### src/rtl/tab_pkg.sv
// tab_pkg: shared types and constants for the triangle adjacency builder.
// Used by tab_front, tab_back and triangle_adjacency_builder; no dependencies.
package tab_pkg;

   localparam int DEF_MAX_VERTICES = 4096;
   localparam int DEF_EDGE_SLOTS   = 16384;

   localparam int POS_W    = 32;
   localparam int IDX_W    = 12;
   localparam int ACTION_W = 2;
   localparam int STATUS_W = 2;

   // action codes on the request word
   localparam logic [ACTION_W-1:0] ACT_LOAD  = 2'd0;
   localparam logic [ACTION_W-1:0] ACT_ADD   = 2'd1;
   localparam logic [ACTION_W-1:0] ACT_EMIT  = 2'd2;
   localparam logic [ACTION_W-1:0] ACT_CLEAR = 2'd3;

   // status codes on the response word
   localparam logic [STATUS_W-1:0] ST_OK        = 2'd0;
   localparam logic [STATUS_W-1:0] ST_VERT_FULL = 2'd1;
   localparam logic [STATUS_W-1:0] ST_EDGE_FULL = 2'd2;
   localparam logic [STATUS_W-1:0] ST_BAD_CORNER = 2'd3;

   // hash multipliers for the edge key
   localparam logic [31:0] HASH_MUL_LO = 32'd2654435761;
   localparam logic [31:0] HASH_MUL_HI = 32'd40503;

   // input queue depth
   localparam int QUEUE_DEPTH = 2;
   localparam int QPTR_W      = 1;
   localparam int QCNT_W      = 2;

   typedef enum logic [1:0] {
      OP_LOAD,
      OP_ADD,
      OP_EMIT,
      OP_CLEAR
   } op_type;

   typedef struct packed {
      op_type             op;
      logic [POS_W-1:0]   pos_x;
      logic [POS_W-1:0]   pos_y;
      logic [POS_W-1:0]   pos_z;
      logic [IDX_W-1:0]   corner_a;
      logic [IDX_W-1:0]   corner_b;
      logic [IDX_W-1:0]   corner_c;
   } item_type;

   typedef struct packed {
      logic     valid;
      item_type item;
   } queue_out_type;

   typedef struct packed {
      logic sweeping;
   } back_status_type;

   typedef enum logic [3:0] {
      ST_SWEEP,
      ST_IDLE,
      ST_DISPATCH,
      ST_LD_RD,
      ST_LD_CMP,
      ST_LD_FIN,
      ST_FETCH,
      ST_HASH1,
      ST_HASH2,
      ST_MOD,
      ST_PROBE_RD,
      ST_PROBE_CHK,
      ST_ACT,
      ST_EMIT_A,
      ST_EMIT_B,
      ST_RESP
   } state_type;

endpackage

### src/rtl/tab_front.sv
// tab_front: accepts request words, decodes the action and queues them.
// Depends on tab_pkg.
module tab_front
   import tab_pkg::*;
(
   input  logic                clock,
   input  logic                reset,
   input  logic                req_valid,
   output logic                req_stall,
   input  logic [ACTION_W-1:0] req_action,
   input  logic [POS_W-1:0]    req_pos_x,
   input  logic [POS_W-1:0]    req_pos_y,
   input  logic [POS_W-1:0]    req_pos_z,
   input  logic [IDX_W-1:0]    req_corner_a,
   input  logic [IDX_W-1:0]    req_corner_b,
   input  logic [IDX_W-1:0]    req_corner_c,
   input  back_status_type     back_status,
   output queue_out_type       q_out,
   input  logic                q_pop
);

   item_type              queue_ff [QUEUE_DEPTH];
   logic [QPTR_W-1:0]     wptr_ff, wptr_in;
   logic [QPTR_W-1:0]     rptr_ff, rptr_in;
   logic [QCNT_W-1:0]     cnt_ff, cnt_in;
   logic                  accept;
   item_type              new_item;

   always_comb begin
      new_item.pos_x    = req_pos_x;
      new_item.pos_y    = req_pos_y;
      new_item.pos_z    = req_pos_z;
      new_item.corner_a = req_corner_a;
      new_item.corner_b = req_corner_b;
      new_item.corner_c = req_corner_c;
      unique case (req_action)
         ACT_LOAD:  new_item.op = OP_LOAD;
         ACT_ADD:   new_item.op = OP_ADD;
         ACT_EMIT:  new_item.op = OP_EMIT;
         ACT_CLEAR: new_item.op = OP_CLEAR;
         default:   new_item.op = OP_LOAD;
      endcase
   end

   assign req_stall = (cnt_ff == QCNT_W'(QUEUE_DEPTH)) || back_status.sweeping;
   assign accept    = req_valid && !req_stall;

   assign q_out.valid = (cnt_ff != '0);
   assign q_out.item  = queue_ff[rptr_ff];

   always_comb begin
      wptr_in = accept ? wptr_ff + 1'b1 : wptr_ff;
      rptr_in = q_pop ? rptr_ff + 1'b1 : rptr_ff;
      cnt_in  = cnt_ff + QCNT_W'(accept) - QCNT_W'(q_pop);
   end

   always_ff @(posedge clock) begin
      if (reset) begin
         wptr_ff <= '0;
         rptr_ff <= '0;
         cnt_ff  <= '0;
      end else begin
         wptr_ff <= wptr_in;
         rptr_ff <= rptr_in;
         cnt_ff  <= cnt_in;
      end
   end

   always_ff @(posedge clock) begin
      if (accept) begin
         queue_ff[wptr_ff] <= new_item;
      end
   end

endmodule

### config.mk
export PLATFORM = sky130hd
export DESIGN_NAME = tab_front
export DESIGN_NICKNAME = d
export VERILOG_FILES = /design/src/rtl/tab_pkg.sv /design/src/rtl/tab_front.sv
export SDC_FILE = /design/constraint.sdc
export NUM_CORES = 1
export LEC_CHECK = 0
export BUFFER_PORTS_ARGS = -buffer_cell sky130_fd_sc_hd__clkbuf_2
export CORE_MARGIN = 4
export CORE_UTILIZATION = 45
export DETAILED_ROUTE_END_ITERATION = 6
export MAX_ROUTING_LAYER = met4
export PLACE_DENSITY = 0.67
export SLEW_MARGIN = 10
export SYNTH_ARGS = -nofsm -noshare
export SYNTH_HDL_FRONTEND = slang
export SYNTH_SLANG_ARGS = --single-unit
export TNS_END_PERCENT = 20
### constraint.sdc
create_clock -name clock -period 8.8 [get_ports clock]
set_input_delay 0.88 -clock clock [delete_from_list [all_inputs] [get_ports clock]]
set_output_delay 0.88 -clock clock [all_outputs]
set_load 0.005 [all_outputs]
==> flow_metrics.tcl, run 1 <==
set metrics [dict create \
    synth_top_area_cell "edfxtp_1" \
    relSlewSlack 0.3717 \
    port_buffers 274 \
    core_um2 22030 \
    wl_per_cell_um 18.27 \
    drive_gt1_frac 0.6076 \
    drv_cap 0 \
    ant_nets 0 \
    rsz0062_at_grt "false" \
    syn_nets 586 \
    h-tree-depth 1 \
    power.density_nw_per_um2 227.6 \
    clk-insertion-delay-late_ns 0.53 \
    synth_seq_area_share 0.8031 \
    gr-total-overflow 0 \
    fin_worst_skew_ns 0.01995 \
    cts_hold_buf 0 \
    grt_max_degree 69 \
    cts_tree "built" \
    power.total_mw 2.885 \
    grt_use_total 0.1494 \
    critPathMaxFanout 50 \
    ys_warn_count 0 \
    hold_ws_ns 0.5170 \
    rows 54 \
    dpl.hpwl_um 12950 \
    synthCells 445 \
    final.setup.tns_ns 0 \
    die_width_um 158.2 \
    setup_viol 0 \
    synth.avg_cell_area_um2 22.80 \
    fmax_mhz 295.4 \
    cts.sinks 273 \
    dr.pass1.iters 5 \
    yosysUniqueCellTypes 18 \
    cts_setup_buffers 0 \
    hold_violations 0 \
    hold_path_class "flop to flop" \
    root_buffer "clkbuf_16" \
    numCtsBuffers 29 \
    dp.cells 988 \
    cp_data_required_time_ns 7.92 \
    grt_pass1_vias 5471 \
    viasPerCell 4.886 \
    drv_slew 0 \
    antenna_found_initial 1 \
    synth_area_um2 10150 \
    grt_pass1_wl_um 28660 \
    die_area_um2 25010 \
    startpoint_type "flop" \
    min_period_ns 3.385 \
    cts_resized 0 \
    initial_core_util 0.4606 \
    drc 0 \
    fin_crit_sh 0.3847 \
    clkTransAtPathRegs_ns 0.05 \
    cts_buffer_depth 3 \
    synth.area.top_cells "edfxtp_1 (79%), mux2_4 (8.9%), mux2_2 (8.3%), dfxtp_1 (0.99%), buf_6 (0.89%)" \
    worst-setup-path-type "flop to output pin" \
    synth.ff_latch_count 273 \
    worstMarginPinSlew_ns 0.9424 \
    areaGrowthSynthToFinish_pct 24.91 \
    cp-end-kind "output pin" \
    routabilityCongestion 0.7940 \
    irDropWorstVdd_mv 0.1752 \
    arrival_ns 2.51 \
    status "finished clean" \
    vias 5096 \
    die_h_um 158.2 \
    cellLeakagePower_nw 4.890 \
    io_pins 275 \
    synth.top_cell.area_share 0.7932 \
    drt_wl_total_um 19050 \
    fin_cells 1043 \
    drt_iter0_markers 178 \
    nets 880 \
]
==> worst paths after layout <==
| check | start | to | slack (ns) | cells past startpoint |
|---|---|---|---|---|
| worst max-delay path | flop | q_out[52] | 5.41 | 3 |
| worst min-delay path | rptr_ff | flop | 0.52 | 2 |
| worst max register to register | cnt_ff[0] | queue_ff[0][93] | 6.69 | 4 |
| worst min register to register | rptr_ff | flop | 0.52 | 2 |
==> power breakdown <==
group          internal (mW)  leakage, nW  total (mW)  switching [mW]
Combinational          0.148         1.96       0.279           0.131
Clock                  0.629        0.434        1.09           0.460
Sequential              1.50         2.49        1.52          0.0190
==> per-layer routing <==
layer / global-route usage / vias to the layer above / wire (um)
met4: 0.04102 / 0 / 476
met5: - / - / 0
met1: 0.1882 / 2491 / 7786
met3: 0.04429 / 36 / 1713
met2: 0.2383 / 220 / 9079
li1: - / 2349 / -
==> worst max-delay path, cell delays in order (launching register included) <==
cell and delay (ns):
dfxtp_4 0.59, buf_4 0.77, mux2_2 0.43, clkbuf_2 0.12
==> cell type report <==
type,instances,area [um^2]
multi-input cells,153,1873
flip-flops and latches,273,8152
clock buffers,31,733.2
clock inverters,23,138.9
inverters,2,7.507
diodes,1,2.502
fillers,1693,9353
well taps,280,350.3
repair buffers,280,1416
==> cells by family after synthesis <==
logic type,share of synthesized area
buffers and inverters,0.01381
adders and majority gates,0.002466
DFF,0.8031
and+or+nand+nor,0.006907
muxes,0.1720
xor gates and xnor gates,0.001727
==> cells in the mapped netlist <==
cell type  instances
mux2_4            60
nor3_1             1
nor2b_1            1
xnor2_1            1
or2_2              1
mux2_2            75
buf_6              8
dfxtp_1            5
inv_1              2
clkbuf_1           2
ha_1               2
nand2b_1           2
xor2_1             1
nand3b_1           1
buf_2              7
and2_1             1
edfxtp_1         268
nor2_1             7
==> sequential cells by signal (all words and copies together), names as in the netlist, named ones only <==
register and flops:
queue_ff 268, cnt_ff 2, rptr_ff 1, wptr_ff 1
==> layout by cell type, fill, tap and decap left out <==
cell	instances
clkinvlp_4	2
bufinv_16	1
nor3_1	1
diode_2	1
inv_6	1
clkbuf_1	2
mux2_2	75
ha_1	2
edfxtp_1	268
inv_1	2
clkinv_2	11
xor2_1	1
or2_2	1
nor2_4	2
mux2_4	60
dfxtp_1	4
clkinv_1	8
dfxtp_4	1
nor2_1	5
clkbuf_2	274
nand2b_1	2
buf_4	6
and2_1	1
xnor2_1	1
nor2b_1	1
nand3b_1	1
clkbuf_16	29
==> metrics by stage <==
step                      setup slack [ns]  cell area, um^2  utilization
after floorplan                      1.493            10150            -
after global placement               5.966            11800       0.5357
after detailed placement             5.948            11800       0.5357
after CTS                            5.363            12670       0.5753
after global routing                 5.268            12670       0.5754
final                                5.415            12670       0.5754
No activity file was read; power rests on OpenSTA's default activity.
==> run 2: changes to the inputs <==
==> constraint.sdc (replaced) <==
create_clock -name clock -period 3.35 [get_ports clock]
set_input_delay 0.335 -clock clock [delete_from_list [all_inputs] [get_ports clock]]
set_output_delay 0.335 -clock clock [all_outputs]
set_load 0.005 [all_outputs]
==> run 2 against run 1 <==
  * Die area unchanged
  * Global-route usage increased by 1.8 points
  * Wire length increased by 12%
  * Hold slack got worse by 0.49 ns
  * Total power increased to 2.8 times the previous value
  * Clock skew decreased by 0.010 ns
  * Critical path type unchanged
  * Sequential share of layout area decreased by 6.5 points
  * First-iteration DRC count increased by 65%
  * Largest power group unchanged
  * Non-clock buffer count increased by 130
  * Combinational power increased to 3.1 times the previous value
==> flow_metrics.tcl, run 2 (synthesized netlist as in run 1, its figures left out) <==
set metrics [dict create \
    critPathMaxFanout 38 \
    clk-insertion-delay-late_ns 0.52 \
    grt_max_degree 75 \
    fin_crit_sh 0.7736 \
    arrival_ns 2.26 \
    clkTransAtPathRegs_ns 0.06 \
    irDropWorstVdd_mv 0.4489 \
    die_h_um 158.2 \
    min_period_ns 2.592 \
    drt_wl_total_um 21360 \
    largest_register_ffs 268 \
    die_width_um 158.2 \
    cp_cell_sequence "buf_4 -> mux2_2 -> clkbuf_2" \
    hold_violations 0 \
    drv_slew 0 \
    maxUsedRoutingLayer "met4" \
    h-tree-depth 1 \
    routabilityCongestion 0.7472 \
    rr_worst_depth 4 \
    cts_buffer_depth 3 \
    cp_data_required_time_ns 3.01 \
    rsz0062_at_grt "false" \
    final_cell_mix "clkbuf_2 (274), edfxtp_1 (268), dlygate4sd3_1 (127)" \
    port_buffers 274 \
    cellLeakagePower_nw 5.478 \
    layout_commonest_cell "clkbuf_2" \
    grt_pass1_wl_um 31750 \
    wl_per_cell_um 18.24 \
    setup_viol 0 \
    finalWorstSetupSlack_ns 0.7584 \
    regMostFlops "queue_ff" \
    routed-wl-met2_um 10780 \
    met3_length_um 1705 \
    critPathTopFamily "flip-flops" \
    areaGrowthSynthToFinish_pct 38.87 \
    cts_tree "built" \
    reg.largest.list "queue_ff (268), cnt_ff (2)" \
    status "finished clean" \
    vias 5605 \
    io_pins 275 \
    worst-path-stages 3 \
    grt_pass1_vias 6051 \
    cts_setup_buffers 0 \
    die_area_um2 25010 \
    core_um2 22030 \
    dr.pass1.iters 4 \
    root_buffer "clkbuf_16" \
    gr-total-overflow 0 \
    m1WireLength_um 8442 \
    fin_worst_skew_ns 0.009930 \
    hold_ws_ns 0.03056 \
    cp-end-kind "output pin" \
    grt_use_total 0.1671 \
    viasPerCell 4.787 \
    post-place-ws_ns 1.273 \
    nets 1009 \
    worstMarginPinSlew_ns 0.6964 \
    slowest_delay_ns 0.79 \
    drt_iter0_markers 294 \
    numCtsBuffers 28 \
    cts.sinks 273 \
    fmax_mhz 385.9 \
    rows 54 \
    startpoint_type "flop" \
    min_path_cells 1 \
    initial_core_util 0.4606 \
    drc 0 \
    antenna_found_initial 1 \
    hold_path_class "input port to flop" \
    drv_cap 0 \
    worst-setup-path-type "flop to output pin" \
    crit_path_top_delay_cell "dfxtp_4" \
    power.density_nw_per_um2 565.1 \
    ant_nets 0 \
    relSlewSlack 0.5357 \
    dpl.hpwl_um 13520 \
    utilization 0.6397 \
    cp_num_buf_inv 2 \
    drive_gt1_frac 0.5258 \
]
## run 2: per-stage QoR
stage | TNS (ns) | instances | power (mW) | area (um^2)
after global routing | 0 | 1171 | 8.288 | 14090
after CTS | 0 | 1170 | 8.059 | 14090
after detailed placement | 0 | 991 | 4.817 | 11870
after floorplan | -323.47 | 445 | 4.475 | 10150
after global placement | 0 | 991 | 4.788 | 11870
final | 0 | 1171 | 7.962 | 14090
## run 2: layout make-up
type	count	area [um^2]
clock inverter	22	215.2
fill	1536	7936
multi-input combinational	153	1873
antenna	1	2.502
clock buffer	30	729.5
timing repair buffer	410	2760
tap	280	350.3
inverter	2	7.507
sequential	273	8152
## run 2: repair_timing
item | CTS | global route
resized for setup | 0 | 0
endpoints found under the setup margin | 0 | 0
hold buffers | 127 | 0
hold endpoints to repair | 252 | 0
## run 2: worst paths after layout
check / start / end / slack, ns
hold reg to reg: cnt_ff[1] / cnt_ff[1] / 0.53
hold / removal: req_corner_c[0] / queue_ff[1][0] / 0.03
setup reg to reg: cnt_ff[0] / queue_ff[0][84] / 1.44
setup / recovery: flop / q_out[54] / 0.76
## run 2: power by group
part	leakage, nW	internal (mW)	switching [mW]
logic	2.52	0.495	0.375
clock network	0.463	1.88	1.22
registers	2.49	3.93	0.0636
## run 2: layer usage
layer,vias up,global-route usage
met5,-,-
met4,0,0.04224
li1,2609,-
met3,43,0.03800
met2,240,0.2860
met1,2713,0.2021
==> run 3: changes to the inputs <==
==> constraint.sdc (replaced) <==
create_clock -name clock -period 2.65 [get_ports clock]
set_input_delay 0.265 -clock clock [delete_from_list [all_inputs] [get_ports clock]]
set_output_delay 0.265 -clock clock [all_outputs]
set_load 0.005 [all_outputs]
==> run 3 against run 2 <==
  * Core utilization grew 0.17 points
  * Combinational power increased by 31%
  * Hold slack better by 0.033 ns
  * Total power up 24%
  * Critical path depth unchanged
  * Sequential power is 26% higher
  * Highest routed layer unchanged
==> flow_metrics.tcl, run 3 (synthesized netlist as in run 1, its figures left out) <==
set metrics [dict create \
    viasPerCell 4.778 \
    nets 1015 \
    p_sw_frac 0.2127 \
    die_h_um 158.2 \
    layout_commonest_cell "clkbuf_2" \
    rsz0062_at_grt "false" \
    antenna_found_initial 0 \
    drt_iter0_markers 272 \
    combPwrFrac 0.115 \
    cp-end-kind "output pin" \
    relSlewSlack 0.6429 \
    grt_max_degree 77 \
    power.density_nw_per_um2 701.2 \
    gr-total-overflow 0 \
    routabilityCongestion 0.7679 \
    ant_nets 0 \
    cts_setup_buffers 0 \
    numCtsBuffers 29 \
    cts_resized 0 \
    regMostFlops "queue_ff" \
    cts.sinks 273 \
    cts_buffer_depth 3 \
    wl_per_cell_um 18.27 \
    critPathMaxFanout 73 \
    largest_register_ffs 268 \
    power.total_mw 9.906 \
    p_switching_mw 2.107 \
    hold_violations 0 \
    drv_cap 0 \
    drc 0 \
    fin_crit_sh 0.8113 \
    clk-insertion-delay-late_ns 0.53 \
    p_seq_frac 0.507 \
    initial_core_util 0.4606 \
    final_cell_mix "clkbuf_2 (274), edfxtp_1 (268), dlygate4sd3_1 (135)" \
    port_buffers 274 \
    die_area_um2 25010 \
    cts_tree "built" \
    h-tree-depth 1 \
    dr.pass1.iters 4 \
    areaGrowthSynthToFinish_pct 39.24 \
    setup_viol 0 \
    worst-setup-path-type "flop to output pin" \
    cellLeakagePower_nw 5.475 \
    grt_use_total 0.1676 \
    startpoint_type "flop" \
    grt_pass1_wl_um 31820 \
    clkTransAtPathRegs_ns 0.06 \
    hold_path_class "input port to flop" \
    cts_hold_buf 135 \
    status "finished clean" \
    rows 54 \
    p_int_mw 7.799 \
    final.setup.tns_ns 0 \
    diodes 0 \
    fmax_mhz 465.1 \
    fin_worst_skew_ns 0.008798 \
    arrival_ns 1.89 \
    die_width_um 158.2 \
    drt_wl_total_um 21510 \
    min_period_ns 2.150 \
    cp_data_required_time_ns 2.38 \
    vias 5624 \
    io_pins 275 \
    reg.largest.list "queue_ff (268), cnt_ff (2)" \
    worstMarginPinSlew_ns 0.5356 \
    grt_pass1_vias 6193 \
    irDropWorstVdd_mv 0.6718 \
    drv_slew 0 \
    root_buffer "clkbuf_16" \
    dpl.hpwl_um 13420 \
    core_um2 22030 \
    drive_gt1_frac 0.5139 \
    power_frac_clock 0.378 \
]
-- run 3: cell count changes in the layout (fill, tap and decap cells not counted), moves of 2 or more --
cell | previous run | this run
buf_4 | 5 | 0
clkinv_2 | 9 | 4
clkbuf_1 | 1 | 8
buf_12 | 4 | 6
clkbuf_8 | 0 | 3
bufinv_16 | 4 | 1
dlygate4sd3_1 | 127 | 135
-- run 3: path summary, 6_finish.rpt --
| kind | start | endpoint | slack, ns | cells past startpoint |
|---|---|---|---|---|
| max reg2reg | cnt_ff[0] | cnt_ff[1] | 0.82 | 8 |
| max | flop | q_out[57] | 0.50 | 3 |
| min reg2reg | rptr_ff | rptr_ff | 0.56 | 2 |
| min | q_pop | rptr_ff | 0.06 | 3 |
-- run 3: stage by stage --
step                      hold WS (ns)  setup WS [ns]  instances  area (um^2)    util
after floorplan                 0.3292        -0.4463        445        10170       -
after global placement          0.4534         0.9342        988        11880  0.5395
after detailed placement        0.4591         0.8272        988        11880  0.5395
after CTS                      0.03507         0.4651       1177        14130  0.6414
after global routing           0.08120         0.4141       1177        14130  0.6414
final                          0.06404         0.4999       1177        14130  0.6414
-- run 3: cell type report --
| type | count | area, um^2 |
|---|---|---|
| clock inverter | 14 | 96.34 |
| inverter | 2 | 7.507 |
| tap | 280 | 350.3 |
| sequential | 273 | 8153 |
| timing repair buffer | 415 | 2843 |
| fill | 1494 | 7899 |
| clock buffer | 40 | 797.0 |
| multi-input combinational | 153 | 1881 |
-- run 3: critical path, stage by stage (launching register included) --
cell and delay (ns):
dfxtp_4 0.37, buf_12 0.37, mux2_2 0.41, clkbuf_2 0.11
-- run 3: power by group through the flow --
stage | Clock (mW) | Combinational, mW | Sequential (mW)
3_3_place_gp | 0 | 0.956 | 5.10
2_1_floorplan | 0 | 0.546 | 5.11
4_1_cts | 3.84 | 1.15 | 5.02
3_5_place_dp | 0 | 0.980 | 5.11
5_1_grt | 4.02 | 1.23 | 5.04
6_report | 3.74 | 1.14 | 5.02
-- run 3: routing by layer --
layer,routed length (um),up-vias,GRT usage
li1,-,2616,-
met1,8596,2733,0.1986
met2,10670,230,0.2866
met3,1582,45,0.03745
met4,663,0,0.05361
met5,0,-,-
